===== src/array_linked_list_engine_core_macros.svh =====
// Assertion macros used by the linked list engine sequencer.
`ifndef ARRAY_LINKED_LIST_ENGINE_CORE_MACROS_SVH
`define ARRAY_LINKED_LIST_ENGINE_CORE_MACROS_SVH

// Check a condition in the same cycle as its trigger.
`define ALLE_ASSERT_NOW(label, ante, cons, msg) \
	label: assert property (@(posedge clk) disable iff (!arst_n) (ante) |-> (cons)) \
		else $error(msg);

// Check a condition in the cycle after its trigger.
`define ALLE_ASSERT_NEXT(label, ante, cons, msg) \
	label: assert property (@(posedge clk) disable iff (!arst_n) (ante) |=> (cons)) \
		else $error(msg);

`endif


===== src/alle_pkg.sv =====
// Shared types, codes and widths of the linked list engine.
`timescale 1ns / 1ps

package alle_pkg;

	localparam int SLOTS_DEF = 16;

	localparam int ACTION_W = 2;
	localparam int POS_W    = 8;
	localparam int VALUE_W  = 32;
	localparam int STATUS_W = 2;
	localparam int LEN_W    = 5;

	// Action codes
	localparam logic [ACTION_W-1:0] ACT_INSERT = 2'd0;
	localparam logic [ACTION_W-1:0] ACT_DELETE = 2'd1;
	localparam logic [ACTION_W-1:0] ACT_DUMP   = 2'd2;

	// Status codes
	localparam logic [STATUS_W-1:0] ST_OK    = 2'd0;
	localparam logic [STATUS_W-1:0] ST_FULL  = 2'd1;
	localparam logic [STATUS_W-1:0] ST_RANGE = 2'd2;
	localparam logic [STATUS_W-1:0] ST_EMPTY = 2'd3;

	typedef enum logic [2:0] {
		S_IDLE,
		S_INS_FREE,
		S_WALK,
		S_INS_FIX,
		S_DEL_FIX,
		S_DUMP
	} state_t;

	// One result beat offered by the controller to the output register
	typedef struct packed {
		logic                       valid;
		logic [STATUS_W-1:0]        status;
		logic signed [VALUE_W-1:0]  item_value;
		logic [LEN_W-1:0]           list_length;
		logic                       last;
	} emit_t;

endpackage


===== src/alle_link_mem.sv =====
// Next-link store: synchronous memory whose unwritten entries read as the free chain.
`timescale 1ns / 1ps

module alle_link_mem #(
	parameter int SLOTS = alle_pkg::SLOTS_DEF
) (
	input  logic                        clk,
	input  logic                        arst_n,
	input  logic                        re,
	input  logic [$clog2(SLOTS)-1:0]    raddr,
	output logic [$clog2(SLOTS+1)-1:0]  rdata,
	input  logic                        we,
	input  logic [$clog2(SLOTS)-1:0]    waddr,
	input  logic [$clog2(SLOTS+1)-1:0]  wdata
);

	localparam int IW = $clog2(SLOTS + 1);
	localparam int AW = $clog2(SLOTS);

	logic [IW-1:0]    mem_q [SLOTS];
	logic [SLOTS-1:0] vld_q;
	logic [IW-1:0]    rdata_q;
	logic [IW-1:0]    chain_val;

	// Reset value of an entry: node a+1 links to node a+2, the last one to none
	always_comb begin
		if (raddr == AW'(SLOTS - 1)) begin
			chain_val = '0;
		end else begin
			chain_val = IW'(raddr) + IW'(2);
		end
	end

	// Mark entries as written
	always_ff @(posedge clk or negedge arst_n) begin
		if (!arst_n) begin
			vld_q <= '0;
		end else if (we) begin
			vld_q[waddr] <= 1'b1;
		end
	end

	// Write port
	always_ff @(posedge clk) begin
		if (we) begin
			mem_q[waddr] <= wdata;
		end
	end

	// Read port, hold data until the next read
	always_ff @(posedge clk) begin
		if (re) begin
			rdata_q <= vld_q[raddr] ? mem_q[raddr] : chain_val;
		end
	end

	assign rdata = rdata_q;

endmodule


===== src/alle_value_mem.sv =====
// Node value store: synchronous memory, one write and one read port.
`timescale 1ns / 1ps

module alle_value_mem #(
	parameter int SLOTS = alle_pkg::SLOTS_DEF
) (
	input  logic                             clk,
	input  logic                             re,
	input  logic [$clog2(SLOTS)-1:0]         raddr,
	output logic [alle_pkg::VALUE_W-1:0]     rdata,
	input  logic                             we,
	input  logic [$clog2(SLOTS)-1:0]         waddr,
	input  logic [alle_pkg::VALUE_W-1:0]     wdata
);

	logic [alle_pkg::VALUE_W-1:0] mem_q [SLOTS];
	logic [alle_pkg::VALUE_W-1:0] rdata_q;

	// Write port
	always_ff @(posedge clk) begin
		if (we) begin
			mem_q[waddr] <= wdata;
		end
	end

	// Read port, hold data until the next read
	always_ff @(posedge clk) begin
		if (re) begin
			rdata_q <= mem_q[raddr];
		end
	end

	assign rdata = rdata_q;

endmodule


===== src/alle_ctrl.sv =====
// Sequencer: list walks, link updates, free list and result beats.
`timescale 1ns / 1ps
`include "array_linked_list_engine_core_macros.svh"

module alle_ctrl #(
	parameter int SLOTS = alle_pkg::SLOTS_DEF
) (
	input  logic                                clk,
	input  logic                                arst_n,
	input  logic                                in_valid,
	output logic                                in_ready,
	input  logic [alle_pkg::ACTION_W-1:0]       action,
	input  logic [alle_pkg::POS_W-1:0]          position,
	input  logic signed [alle_pkg::VALUE_W-1:0] value,
	output alle_pkg::emit_t                     emit,
	input  logic                                emit_ok,
	output logic                                lk_re,
	output logic [$clog2(SLOTS)-1:0]            lk_raddr,
	input  logic [$clog2(SLOTS+1)-1:0]          lk_rdata,
	output logic                                lk_we,
	output logic [$clog2(SLOTS)-1:0]            lk_waddr,
	output logic [$clog2(SLOTS+1)-1:0]          lk_wdata,
	output logic                                vl_re,
	output logic [$clog2(SLOTS)-1:0]            vl_raddr,
	input  logic [alle_pkg::VALUE_W-1:0]        vl_rdata,
	output logic                                vl_we,
	output logic [$clog2(SLOTS)-1:0]            vl_waddr,
	output logic [alle_pkg::VALUE_W-1:0]        vl_wdata
);

	localparam int IW = $clog2(SLOTS + 1);
	localparam int AW = $clog2(SLOTS);
	localparam int PW = alle_pkg::POS_W;

	alle_pkg::state_t state_q, state_d;

	logic [IW-1:0] head_q,  head_d;
	logic [IW-1:0] free_q,  free_d;
	logic [IW-1:0] count_q, count_d;
	logic [IW-1:0] k_q,     k_d;
	logic [IW-1:0] t_q,     t_d;
	logic [IW-1:0] prev_q,  prev_d;
	logic [IW-1:0] rem_q,   rem_d;
	logic [IW-1:0] nxt_q,   nxt_d;
	logic [IW-1:0] n_q,     n_d;

	logic [alle_pkg::ACTION_W-1:0] act_q, act_d;
	logic [PW-1:0]                 pos_q, pos_d;
	logic [alle_pkg::VALUE_W-1:0]  val_q, val_d;

	logic [PW:0] pos_ext;
	logic [PW:0] cnt_ext;
	logic        store_full;
	logic        ins_bad;
	logic        del_bad;
	logic        dump_last;

	// Admission checks against the current length
	assign pos_ext    = {1'b0, position};
	assign cnt_ext    = (PW + 1)'(count_q);
	assign store_full = (count_q == IW'(SLOTS)) || (free_q == '0);
	assign ins_bad    = (position == '0) || (pos_ext > cnt_ext + (PW + 1)'(1));
	assign del_bad    = (position == '0) || (pos_ext > cnt_ext);
	assign dump_last  = (n_q == count_q - IW'(1));

	// Next state, memory accesses and result beats
	always_comb begin
		state_d = state_q;
		head_d  = head_q;
		free_d  = free_q;
		count_d = count_q;
		k_d     = k_q;
		t_d     = t_q;
		prev_d  = prev_q;
		rem_d   = rem_q;
		nxt_d   = nxt_q;
		n_d     = n_q;
		act_d   = act_q;
		pos_d   = pos_q;
		val_d   = val_q;

		in_ready = (state_q == alle_pkg::S_IDLE) && emit_ok;

		emit             = '0;
		emit.list_length = alle_pkg::LEN_W'(count_q);
		emit.last        = 1'b1;

		lk_re    = 1'b0;
		lk_raddr = '0;
		lk_we    = 1'b0;
		lk_waddr = '0;
		lk_wdata = '0;
		vl_re    = 1'b0;
		vl_raddr = '0;
		vl_we    = 1'b0;
		vl_waddr = '0;
		vl_wdata = '0;

		case (state_q)
			alle_pkg::S_IDLE: begin
				if (in_valid && in_ready) begin
					act_d = action;
					pos_d = position;
					val_d = value;
					case (action)
						alle_pkg::ACT_INSERT: begin
							if (store_full) begin
								emit.valid  = 1'b1;
								emit.status = alle_pkg::ST_FULL;
							end else if (ins_bad) begin
								emit.valid  = 1'b1;
								emit.status = alle_pkg::ST_RANGE;
							end else begin
								// take the free head, fetch its link
								k_d      = free_q;
								lk_re    = 1'b1;
								lk_raddr = AW'(free_q - IW'(1));
								state_d  = alle_pkg::S_INS_FREE;
							end
						end
						alle_pkg::ACT_DELETE: begin
							if (del_bad) begin
								emit.valid  = 1'b1;
								emit.status = alle_pkg::ST_RANGE;
							end else begin
								// walk from the head to the victim
								t_d      = head_q;
								rem_d    = IW'(position - PW'(1));
								lk_re    = 1'b1;
								lk_raddr = AW'(head_q - IW'(1));
								state_d  = alle_pkg::S_WALK;
							end
						end
						alle_pkg::ACT_DUMP: begin
							if (count_q == '0) begin
								emit.valid  = 1'b1;
								emit.status = alle_pkg::ST_EMPTY;
							end else begin
								n_d      = '0;
								lk_re    = 1'b1;
								lk_raddr = AW'(head_q - IW'(1));
								vl_re    = 1'b1;
								vl_raddr = AW'(head_q - IW'(1));
								state_d  = alle_pkg::S_DUMP;
							end
						end
						default: begin
							// unused code: drop the beat
						end
					endcase
				end
			end

			alle_pkg::S_INS_FREE: begin
				if (pos_q == PW'(1)) begin
					// link in front of the old head
					emit.valid       = 1'b1;
					emit.status      = alle_pkg::ST_OK;
					emit.list_length = alle_pkg::LEN_W'(count_q + IW'(1));
					if (emit_ok) begin
						free_d   = lk_rdata;
						vl_we    = 1'b1;
						vl_waddr = AW'(k_q - IW'(1));
						vl_wdata = val_q;
						lk_we    = 1'b1;
						lk_waddr = AW'(k_q - IW'(1));
						lk_wdata = head_q;
						head_d   = k_q;
						count_d  = count_q + IW'(1);
						state_d  = alle_pkg::S_IDLE;
					end
				end else begin
					// store the value, then walk to the node before the position
					free_d   = lk_rdata;
					vl_we    = 1'b1;
					vl_waddr = AW'(k_q - IW'(1));
					vl_wdata = val_q;
					t_d      = head_q;
					rem_d    = IW'(pos_q - PW'(2));
					lk_re    = 1'b1;
					lk_raddr = AW'(head_q - IW'(1));
					state_d  = alle_pkg::S_WALK;
				end
			end

			alle_pkg::S_WALK: begin
				if (rem_q != '0) begin
					// advance one link
					prev_d   = t_q;
					t_d      = lk_rdata;
					rem_d    = rem_q - IW'(1);
					lk_re    = 1'b1;
					lk_raddr = AW'(lk_rdata - IW'(1));
					state_d  = alle_pkg::S_WALK;
				end else if (act_q == alle_pkg::ACT_INSERT) begin
					// splice the new node after t
					nxt_d    = lk_rdata;
					lk_we    = 1'b1;
					lk_waddr = AW'(t_q - IW'(1));
					lk_wdata = k_q;
					state_d  = alle_pkg::S_INS_FIX;
				end else begin
					// unlink the victim t
					if (pos_q == PW'(1)) begin
						head_d = lk_rdata;
					end else begin
						lk_we    = 1'b1;
						lk_waddr = AW'(prev_q - IW'(1));
						lk_wdata = lk_rdata;
					end
					state_d = alle_pkg::S_DEL_FIX;
				end
			end

			alle_pkg::S_INS_FIX: begin
				emit.valid       = 1'b1;
				emit.status      = alle_pkg::ST_OK;
				emit.list_length = alle_pkg::LEN_W'(count_q + IW'(1));
				if (emit_ok) begin
					lk_we    = 1'b1;
					lk_waddr = AW'(k_q - IW'(1));
					lk_wdata = nxt_q;
					count_d  = count_q + IW'(1);
					state_d  = alle_pkg::S_IDLE;
				end
			end

			alle_pkg::S_DEL_FIX: begin
				emit.valid       = 1'b1;
				emit.status      = alle_pkg::ST_OK;
				emit.list_length = alle_pkg::LEN_W'(count_q - IW'(1));
				if (emit_ok) begin
					// push the victim on the free list
					lk_we    = 1'b1;
					lk_waddr = AW'(t_q - IW'(1));
					lk_wdata = free_q;
					free_d   = t_q;
					count_d  = count_q - IW'(1);
					state_d  = alle_pkg::S_IDLE;
				end
			end

			alle_pkg::S_DUMP: begin
				emit.valid      = 1'b1;
				emit.status     = alle_pkg::ST_OK;
				emit.item_value = vl_rdata;
				emit.last       = dump_last;
				if (emit_ok) begin
					if (dump_last) begin
						state_d = alle_pkg::S_IDLE;
					end else begin
						// fetch the next node
						n_d      = n_q + IW'(1);
						lk_re    = 1'b1;
						lk_raddr = AW'(lk_rdata - IW'(1));
						vl_re    = 1'b1;
						vl_raddr = AW'(lk_rdata - IW'(1));
					end
				end
			end

			default: begin
				state_d = alle_pkg::S_IDLE;
			end
		endcase
	end

	// Control registers
	always_ff @(posedge clk or negedge arst_n) begin
		if (!arst_n) begin
			state_q <= alle_pkg::S_IDLE;
			head_q  <= '0;
			free_q  <= IW'(1);
			count_q <= '0;
		end else begin
			state_q <= state_d;
			head_q  <= head_d;
			free_q  <= free_d;
			count_q <= count_d;
		end
	end

	// Working registers of the current action
	always_ff @(posedge clk) begin
		k_q    <= k_d;
		t_q    <= t_d;
		prev_q <= prev_d;
		rem_q  <= rem_d;
		nxt_q  <= nxt_d;
		n_q    <= n_d;
		act_q  <= act_d;
		pos_q  <= pos_d;
		val_q  <= val_d;
	end

	`ALLE_ASSERT_NOW(a_count_bound, 1'b1, count_q <= IW'(SLOTS), "list length above store size")
	`ALLE_ASSERT_NOW(a_head_empty, state_q == alle_pkg::S_IDLE, (head_q == '0) == (count_q == '0), "head link disagrees with length")
	`ALLE_ASSERT_NOW(a_free_avail, (state_q == alle_pkg::S_IDLE) && (count_q != IW'(SLOTS)), free_q != '0, "free list empty below full length")
	`ALLE_ASSERT_NOW(a_free_spent, (state_q == alle_pkg::S_IDLE) && (count_q == IW'(SLOTS)), free_q == '0, "free list not empty at full length")
	`ALLE_ASSERT_NEXT(a_stall_hold, emit.valid && !emit_ok && (state_q != alle_pkg::S_IDLE), $stable(state_q) && $stable(count_q), "state moved while result beat stalled")

endmodule


===== src/array_linked_list_engine_core.sv =====
// Top level of the linked list engine: memories, sequencer and output register.
//
//   channel  direction  handshake            payload
//   in       to block   in_valid / in_ready  action, position, value
//   out      from block out_valid / out_ready status, item_value, list_length, last
//
// An insert away from the head walks to the node before its position, a delete to its victim;
// a dump yields one beat per node, a rejected action or an empty dump a single beat.
// The walk follows one next link per cycle through the link memory read port.
// Reset is asynchronous: empty list, free list chained through all nodes.
// A stalled output holds the sequencer at its next result beat; a new action is
// taken only when the output register is empty or hands off its beat that cycle.
`timescale 1ns / 1ps

module array_linked_list_engine_core #(
	parameter int SLOTS = alle_pkg::SLOTS_DEF
) (
	input  logic                                 clk,
	input  logic                                 arst_n,
	input  logic                                 in_valid,
	output logic                                 in_ready,
	input  logic [alle_pkg::ACTION_W-1:0]        action,
	input  logic [alle_pkg::POS_W-1:0]           position,
	input  logic signed [alle_pkg::VALUE_W-1:0]  value,
	output logic                                 out_valid,
	input  logic                                 out_ready,
	output logic [alle_pkg::STATUS_W-1:0]        status,
	output logic signed [alle_pkg::VALUE_W-1:0]  item_value,
	output logic [alle_pkg::LEN_W-1:0]           list_length,
	output logic                                 last
);

	localparam int IW = $clog2(SLOTS + 1);
	localparam int AW = $clog2(SLOTS);

	alle_pkg::emit_t emit;
	logic            emit_ok;

	logic                         lk_re, lk_we;
	logic [AW-1:0]                lk_raddr, lk_waddr;
	logic [IW-1:0]                lk_rdata, lk_wdata;
	logic                         vl_re, vl_we;
	logic [AW-1:0]                vl_raddr, vl_waddr;
	logic [alle_pkg::VALUE_W-1:0] vl_rdata, vl_wdata;

	logic                                out_valid_q;
	logic [alle_pkg::STATUS_W-1:0]       status_q;
	logic signed [alle_pkg::VALUE_W-1:0] item_value_q;
	logic [alle_pkg::LEN_W-1:0]          list_length_q;
	logic                                last_q;

	alle_ctrl #(
		.SLOTS(SLOTS)
	) u_ctrl (
		.clk      (clk),
		.arst_n   (arst_n),
		.in_valid (in_valid),
		.in_ready (in_ready),
		.action   (action),
		.position (position),
		.value    (value),
		.emit     (emit),
		.emit_ok  (emit_ok),
		.lk_re    (lk_re),
		.lk_raddr (lk_raddr),
		.lk_rdata (lk_rdata),
		.lk_we    (lk_we),
		.lk_waddr (lk_waddr),
		.lk_wdata (lk_wdata),
		.vl_re    (vl_re),
		.vl_raddr (vl_raddr),
		.vl_rdata (vl_rdata),
		.vl_we    (vl_we),
		.vl_waddr (vl_waddr),
		.vl_wdata (vl_wdata)
	);

	alle_link_mem #(
		.SLOTS(SLOTS)
	) u_link_mem (
		.clk    (clk),
		.arst_n (arst_n),
		.re     (lk_re),
		.raddr  (lk_raddr),
		.rdata  (lk_rdata),
		.we     (lk_we),
		.waddr  (lk_waddr),
		.wdata  (lk_wdata)
	);

	alle_value_mem #(
		.SLOTS(SLOTS)
	) u_value_mem (
		.clk   (clk),
		.re    (vl_re),
		.raddr (vl_raddr),
		.rdata (vl_rdata),
		.we    (vl_we),
		.waddr (vl_waddr),
		.wdata (vl_wdata)
	);

	// Output register takes a beat when empty or being drained
	assign emit_ok = !out_valid_q || out_ready;

	always_ff @(posedge clk or negedge arst_n) begin
		if (!arst_n) begin
			out_valid_q <= 1'b0;
		end else if (emit_ok) begin
			out_valid_q <= emit.valid;
		end
	end

	// Load the result payload
	always_ff @(posedge clk) begin
		if (emit_ok && emit.valid) begin
			status_q      <= emit.status;
			item_value_q  <= emit.item_value;
			list_length_q <= emit.list_length;
			last_q        <= emit.last;
		end
	end

	assign out_valid   = out_valid_q;
	assign status      = status_q;
	assign item_value  = item_value_q;
	assign list_length = list_length_q;
	assign last        = last_q;

endmodule


===== config.mk =====
export PLATFORM = sky130hd
export DESIGN_NAME = array_linked_list_engine_core
export DESIGN_NICKNAME = d
export VERILOG_FILES = /design/src/alle_pkg.sv /design/src/alle_link_mem.sv /design/src/alle_value_mem.sv /design/src/alle_ctrl.sv /design/src/array_linked_list_engine_core.sv
export VERILOG_INCLUDE_DIRS = /design/src /design/src/src
export SDC_FILE = /design/constraint.sdc
export NUM_CORES = 1
export LEC_CHECK = 0
export ABC_AREA = 1
export BUFFER_PORTS_ARGS = -buffer_cell sky130_fd_sc_hd__buf_4
export CAP_MARGIN = 40
export CELL_PAD_IN_SITES_DETAIL_PLACEMENT = 0
export CELL_PAD_IN_SITES_GLOBAL_PLACEMENT = 2
export CORE_UTILIZATION = 44
export DETAILED_ROUTE_END_ITERATION = 10
export GPL_TIMING_DRIVEN = 0
export PLACE_DENSITY_LB_ADDON = 0.1
export SYNTH_ARGS = -nofsm -noshare
export SYNTH_HDL_FRONTEND = slang
export SYNTH_SLANG_ARGS = --single-unit

===== constraint.sdc =====
create_clock -name clk -period 5.5 [get_ports clk]
set_input_delay 1.1 -clock clk [delete_from_list [all_inputs] [get_ports clk]]
set_output_delay 1.1 -clock clk [all_outputs]
set_load 0.05 [all_outputs]

==> results by stage <==
Timing:
- The highest clock frequency the design can meet is 250.8 MHz.
- The final hold violation count is 0.
- The actual slew at the worst max-slew pin is 0.9872 ns.
- Adding up every negative setup slack in the final design gives 0 ns.
- Subtracting the final worst setup slack from the clock period gives 3.986 ns.
- The final-report max-slew violation count is 0.
- The final-report setup violation count is 0.
- Setup repair after global routing left no endpoint under its margin.
- In the finished design, the share of the clock period the worst path needs comes to 0.7248.
- The setup slack after layout is 1.514 ns.
- The clock arrives with 0.02548 ns of skew.
- The worst slew margin relative to its limit is 0.3418.

Route:
- The number of search-and-repair iterations in the first detailed-routing pass is 8.
- The average wire per standard cell is 25.09 um.
- The post-detailed-route count of antenna-violating nets is 0.
- In this run, the number of DRC markers left after iteration 0 of detailed routing was 2,025.
- The total number of vias is 21,530.
- In the routed layout, each cell is associated on average with a via count of 5.574.
- The residual DRC count is 2.
- The routed design has 96,910 um of wire.

Global routing:
- The via count of the first global-routing pass is 21,370.
- Entering global routing, the biggest net connects 36 pins.
- The first global-routing pass estimated 141,500 um of wire.
- For this run the aggregate overflow at the end of global routing stands at 0.
- The global routing usage summed across all routing layers is 0.2610.
- The number of antenna violations at the first check in global routing was 1.

Setup path:
- The worst setup path is captured at a flip-flop.
- At the worst endpoint, the arrival time is 4.35 ns.
- The category of the critical setup timing path is reg2reg.
- The required arrival time at the worst endpoint is 5.87 ns.
- In this run the worst path has a maximum fanout of 10.
- The worst setup path is launched from a flip-flop.

Clocking:
- The number of buffers created by CTS is 83.
- The clock passes through at most 3 buffers.
- The clock slew at the register clock pins of the worst setup and hold paths is 0.06 ns.
- Clock tree synthesis found a total of 775 sinks.
- The level count of the clock H-tree is 3.
- The clock tree root driver cell is sky130_fd_sc_hd__clkbuf_16.
- For the worst-skew pair, the clock arrives at the later sink with an insertion delay of 0.65 ns.
- Gates resized during post-CTS repair numbered 0.
- The number of buffers inserted by hold repair at cts is 0.
- The number of buffers added for setup after CTS is 0.
- The clock tree from TritonCTS is yes.

Placed design:
- Counting tap cells, the placed design contains a total of 3,714 instances.
- The final weighted congestion of routability-driven global placement is 0.8535.
- The count of buffers from port buffering is 87.
- The worst slack after detailed placement is 0.9059 ns.
- The placed instances occupy a cell area of 35,610 um2.
- The wire-length estimate of the detail-placed layout is 67,610 um.

Synthesis:
- The number of synthesized flops with an enable pin is 740.
- Synthesis inferred 775 register bits.
- The top flip-flop cell by instance count after synthesis is sky130_fd_sc_hd__edfxtp_1.
- The average cell area after synthesis is 12.52 um2.
- After synthesis, the share of flip-flops with an asynchronous set or reset is 0.04516.
- The cell count after synthesis is 2,601.
- Synthesis instantiated 59 different standard cells from the library.
- The post-synth net total is 2,670.
- The sequential fraction of the synthesis area is 0.7096.
- In this run the cell area of the synthesized design comes to 32,550 um2.
- Yosys printed 0 warnings.

Power:
- In this run the power spent charging and discharging nets is 7.359 mW.
- Of the total power, registers draw 0.412.
- Of the total power, the share spent switching nets is 0.3639.
- The standby leakage power is 13.94 nW.
- The share of total power dissipated in the clock network is 0.260.
- The internal power summed over all cells is 12.87 mW.
- The worst-case IR drop observed on VDD is 0.0002673 V.
- For this design the ratio of total power to cell area is 530.2 nW/um2.
- Of the total power, combinational logic draws 0.328.

Finish:
- Compared with the post-synthesis result, the final layout area differs by 17.17%.
- The library cell used most frequently in the layout, excluding fill and tap cells, is sky130_fd_sc_hd__edfxtp_1.
- Of the cells placed in the final design, the portion with a size suffix greater than 1 is 0.1574.
- The count of inserted antenna diode cells is 0.
- At the end of the flow, the number of nets in the layout was 2,909.
- The final cell area excluding filler cells is 38,140 um2.
- In the layout the commonest cells are sky130_fd_sc_hd__edfxtp_1 (740), sky130_fd_sc_hd__nor2_1 (346), sky130_fd_sc_hd__nand2_1 (252).
- The end-of-flow core utilization is 0.5219.
- The final instance count without filler cells is 3,862.

Floorplanning:
- The overall die area is 75,070 um2.
- The effective utilization at floorplan is 0.4454.
- The standard-cell row count is 99.
- The horizontal die dimension is 274.0 um.
- The height of the die is 274.0 um.
- In this run the standard cell core region covers 73,080 um2.
- The number of ports placed on the die boundary is 88.

Run:
- Across the run, the number of max-cap violations was 0.

Outcome:
- The run finished, with violations left.
- The checks that failed: DRC.

Worst hold path:
- The path class of the lowest-slack min-delay path is in2async.
per-stage QoR:
stage	hold WS, ns	total power, mW
after CTS	0.4455	20.34
after detailed placement	0.4506	15.10
after global placement	0.4468	14.69
final	0.4517	20.22
after floorplan	0.4264	12.26
after global routing	0.4619	21.14
cell families after synthesis:
family | after synthesis | synth area share
fa+ha+maj | 23 | 0.008840
simple gates | 932 | 0.1298
buf+inv | 341 | 0.04516
compound gates | 507 | 0.1001
xor+xnor | 21 | 0.005881
mux | 2 | 0.0006150
flops | 775 | 0.7096
worst max-delay path, stage by stage (launching register included):
cell,delay (ns)
sky130_fd_sc_hd__dfrtp_1,0.46
sky130_fd_sc_hd__inv_1,0.26
sky130_fd_sc_hd__ha_1,0.27
sky130_fd_sc_hd__nand2_2,0.09
sky130_fd_sc_hd__o21ai_2,0.17
sky130_fd_sc_hd__nand2_1,0.07
sky130_fd_sc_hd__nand2_1,0.06
sky130_fd_sc_hd__nand2_1,0.06
sky130_fd_sc_hd__nand4_2,0.13
sky130_fd_sc_hd__nand4_2,0.15
sky130_fd_sc_hd__o21ai_4,0.20
sky130_fd_sc_hd__buf_2,0.37
sky130_fd_sc_hd__clkbuf_1,0.69
sky130_fd_sc_hd__o31ai_1,0.14
sky130_fd_sc_hd__o211ai_1,0.46
sky130_fd_sc_hd__nand2_1,0.13
worst paths after layout:
path,start,endpoint,slack (ns),cells past startpoint
worst max-delay path,u_ctrl.count_q[0],u_value_mem.rdata[20],1.51,15
worst min register to register,u_ctrl.t_q[1],u_ctrl.prev_q[1],0.46,0
worst max register to register,u_ctrl.count_q[0],u_value_mem.rdata[20],1.51,15
min in group clk,u_ctrl.t_q[1],u_ctrl.prev_q[1],0.46,0
worst min-delay path,arst_n,u_ctrl.count_q[3],0.45,1
max in group asynchronous,arst_n,u_link_mem.vld_q[10],4.65,1
registers in the layout (all words and copies together), names as in the netlist, 5 cells and up:
signal / cells
list_length: 5
u_ctrl.n_q: 5
u_ctrl.rem_q: 5
u_link_mem.rdata: 5
u_ctrl.head_q: 5
u_link_mem.vld_q: 16
u_ctrl.free_q: 5
u_link_mem.mem_q: 80
u_value_mem.mem_q: 512
item_value: 32
u_ctrl.t_q: 5
u_value_mem.rdata: 32
u_ctrl.pos_q: 8
u_ctrl.val_q: 32
u_ctrl.k_q: 5
u_ctrl.count_q: 5
u_ctrl.nxt_q: 5
synth_stat cells, types with 31 or more instances:
cell type / instances / share of area
sky130_fd_sc_hd__o21ai_0: 194 / 0.030
sky130_fd_sc_hd__nand2_1: 253 / 0.029
sky130_fd_sc_hd__clkbuf_1: 47 / 0.0054
sky130_fd_sc_hd__o221ai_1: 85 / 0.023
sky130_fd_sc_hd__or2_1: 61 / 0.012
sky130_fd_sc_hd__buf_2: 62 / 0.0095
sky130_fd_sc_hd__o21bai_1: 31 / 0.0071
sky130_fd_sc_hd__dfrtp_1: 34 / 0.026
sky130_fd_sc_hd__o21ai_1: 63 / 0.0097
sky130_fd_sc_hd__nor2_1: 362 / 0.042
sky130_fd_sc_hd__inv_1: 189 / 0.022
sky130_fd_sc_hd__edfxtp_1: 740 / 0.68
sky130_fd_sc_hd__nand3_1: 135 / 0.021
sky130_fd_sc_hd__o211ai_1: 50 / 0.012
power groups by stage:
stage | clock, mW | combinational, mW | sequential [mW]
floorplan | 0 | 3.56 | 8.70
global placement | 0 | 6.16 | 8.53
detailed placement | 0 | 6.66 | 8.45
CTS | 5.34 | 6.68 | 8.33
global route | 5.55 | 7.19 | 8.40
finish | 5.26 | 6.64 | 8.33
per-layer routing:
layer,GRT usage,vias up,share of wire
li1,-,9839,-
met1,0.3566,10720,0.43
met2,0.4231,780,0.47
met3,0.03547,192,0.059
met4,0.1032,0,0.039
met5,0,-,0
final cells by class:
class,count,area (um2)
plain buffers,134,689.4
clock buffers,112,2256
clock inverters,36,280.3
fillers,6391,34940
inverters,207,780.7
multi-input cells,1485,8130
flip-flops and latches,775,23100
well taps,959,1200
repair buffers,154,1707
Note: power is estimated with default switching activity, not from simulation.
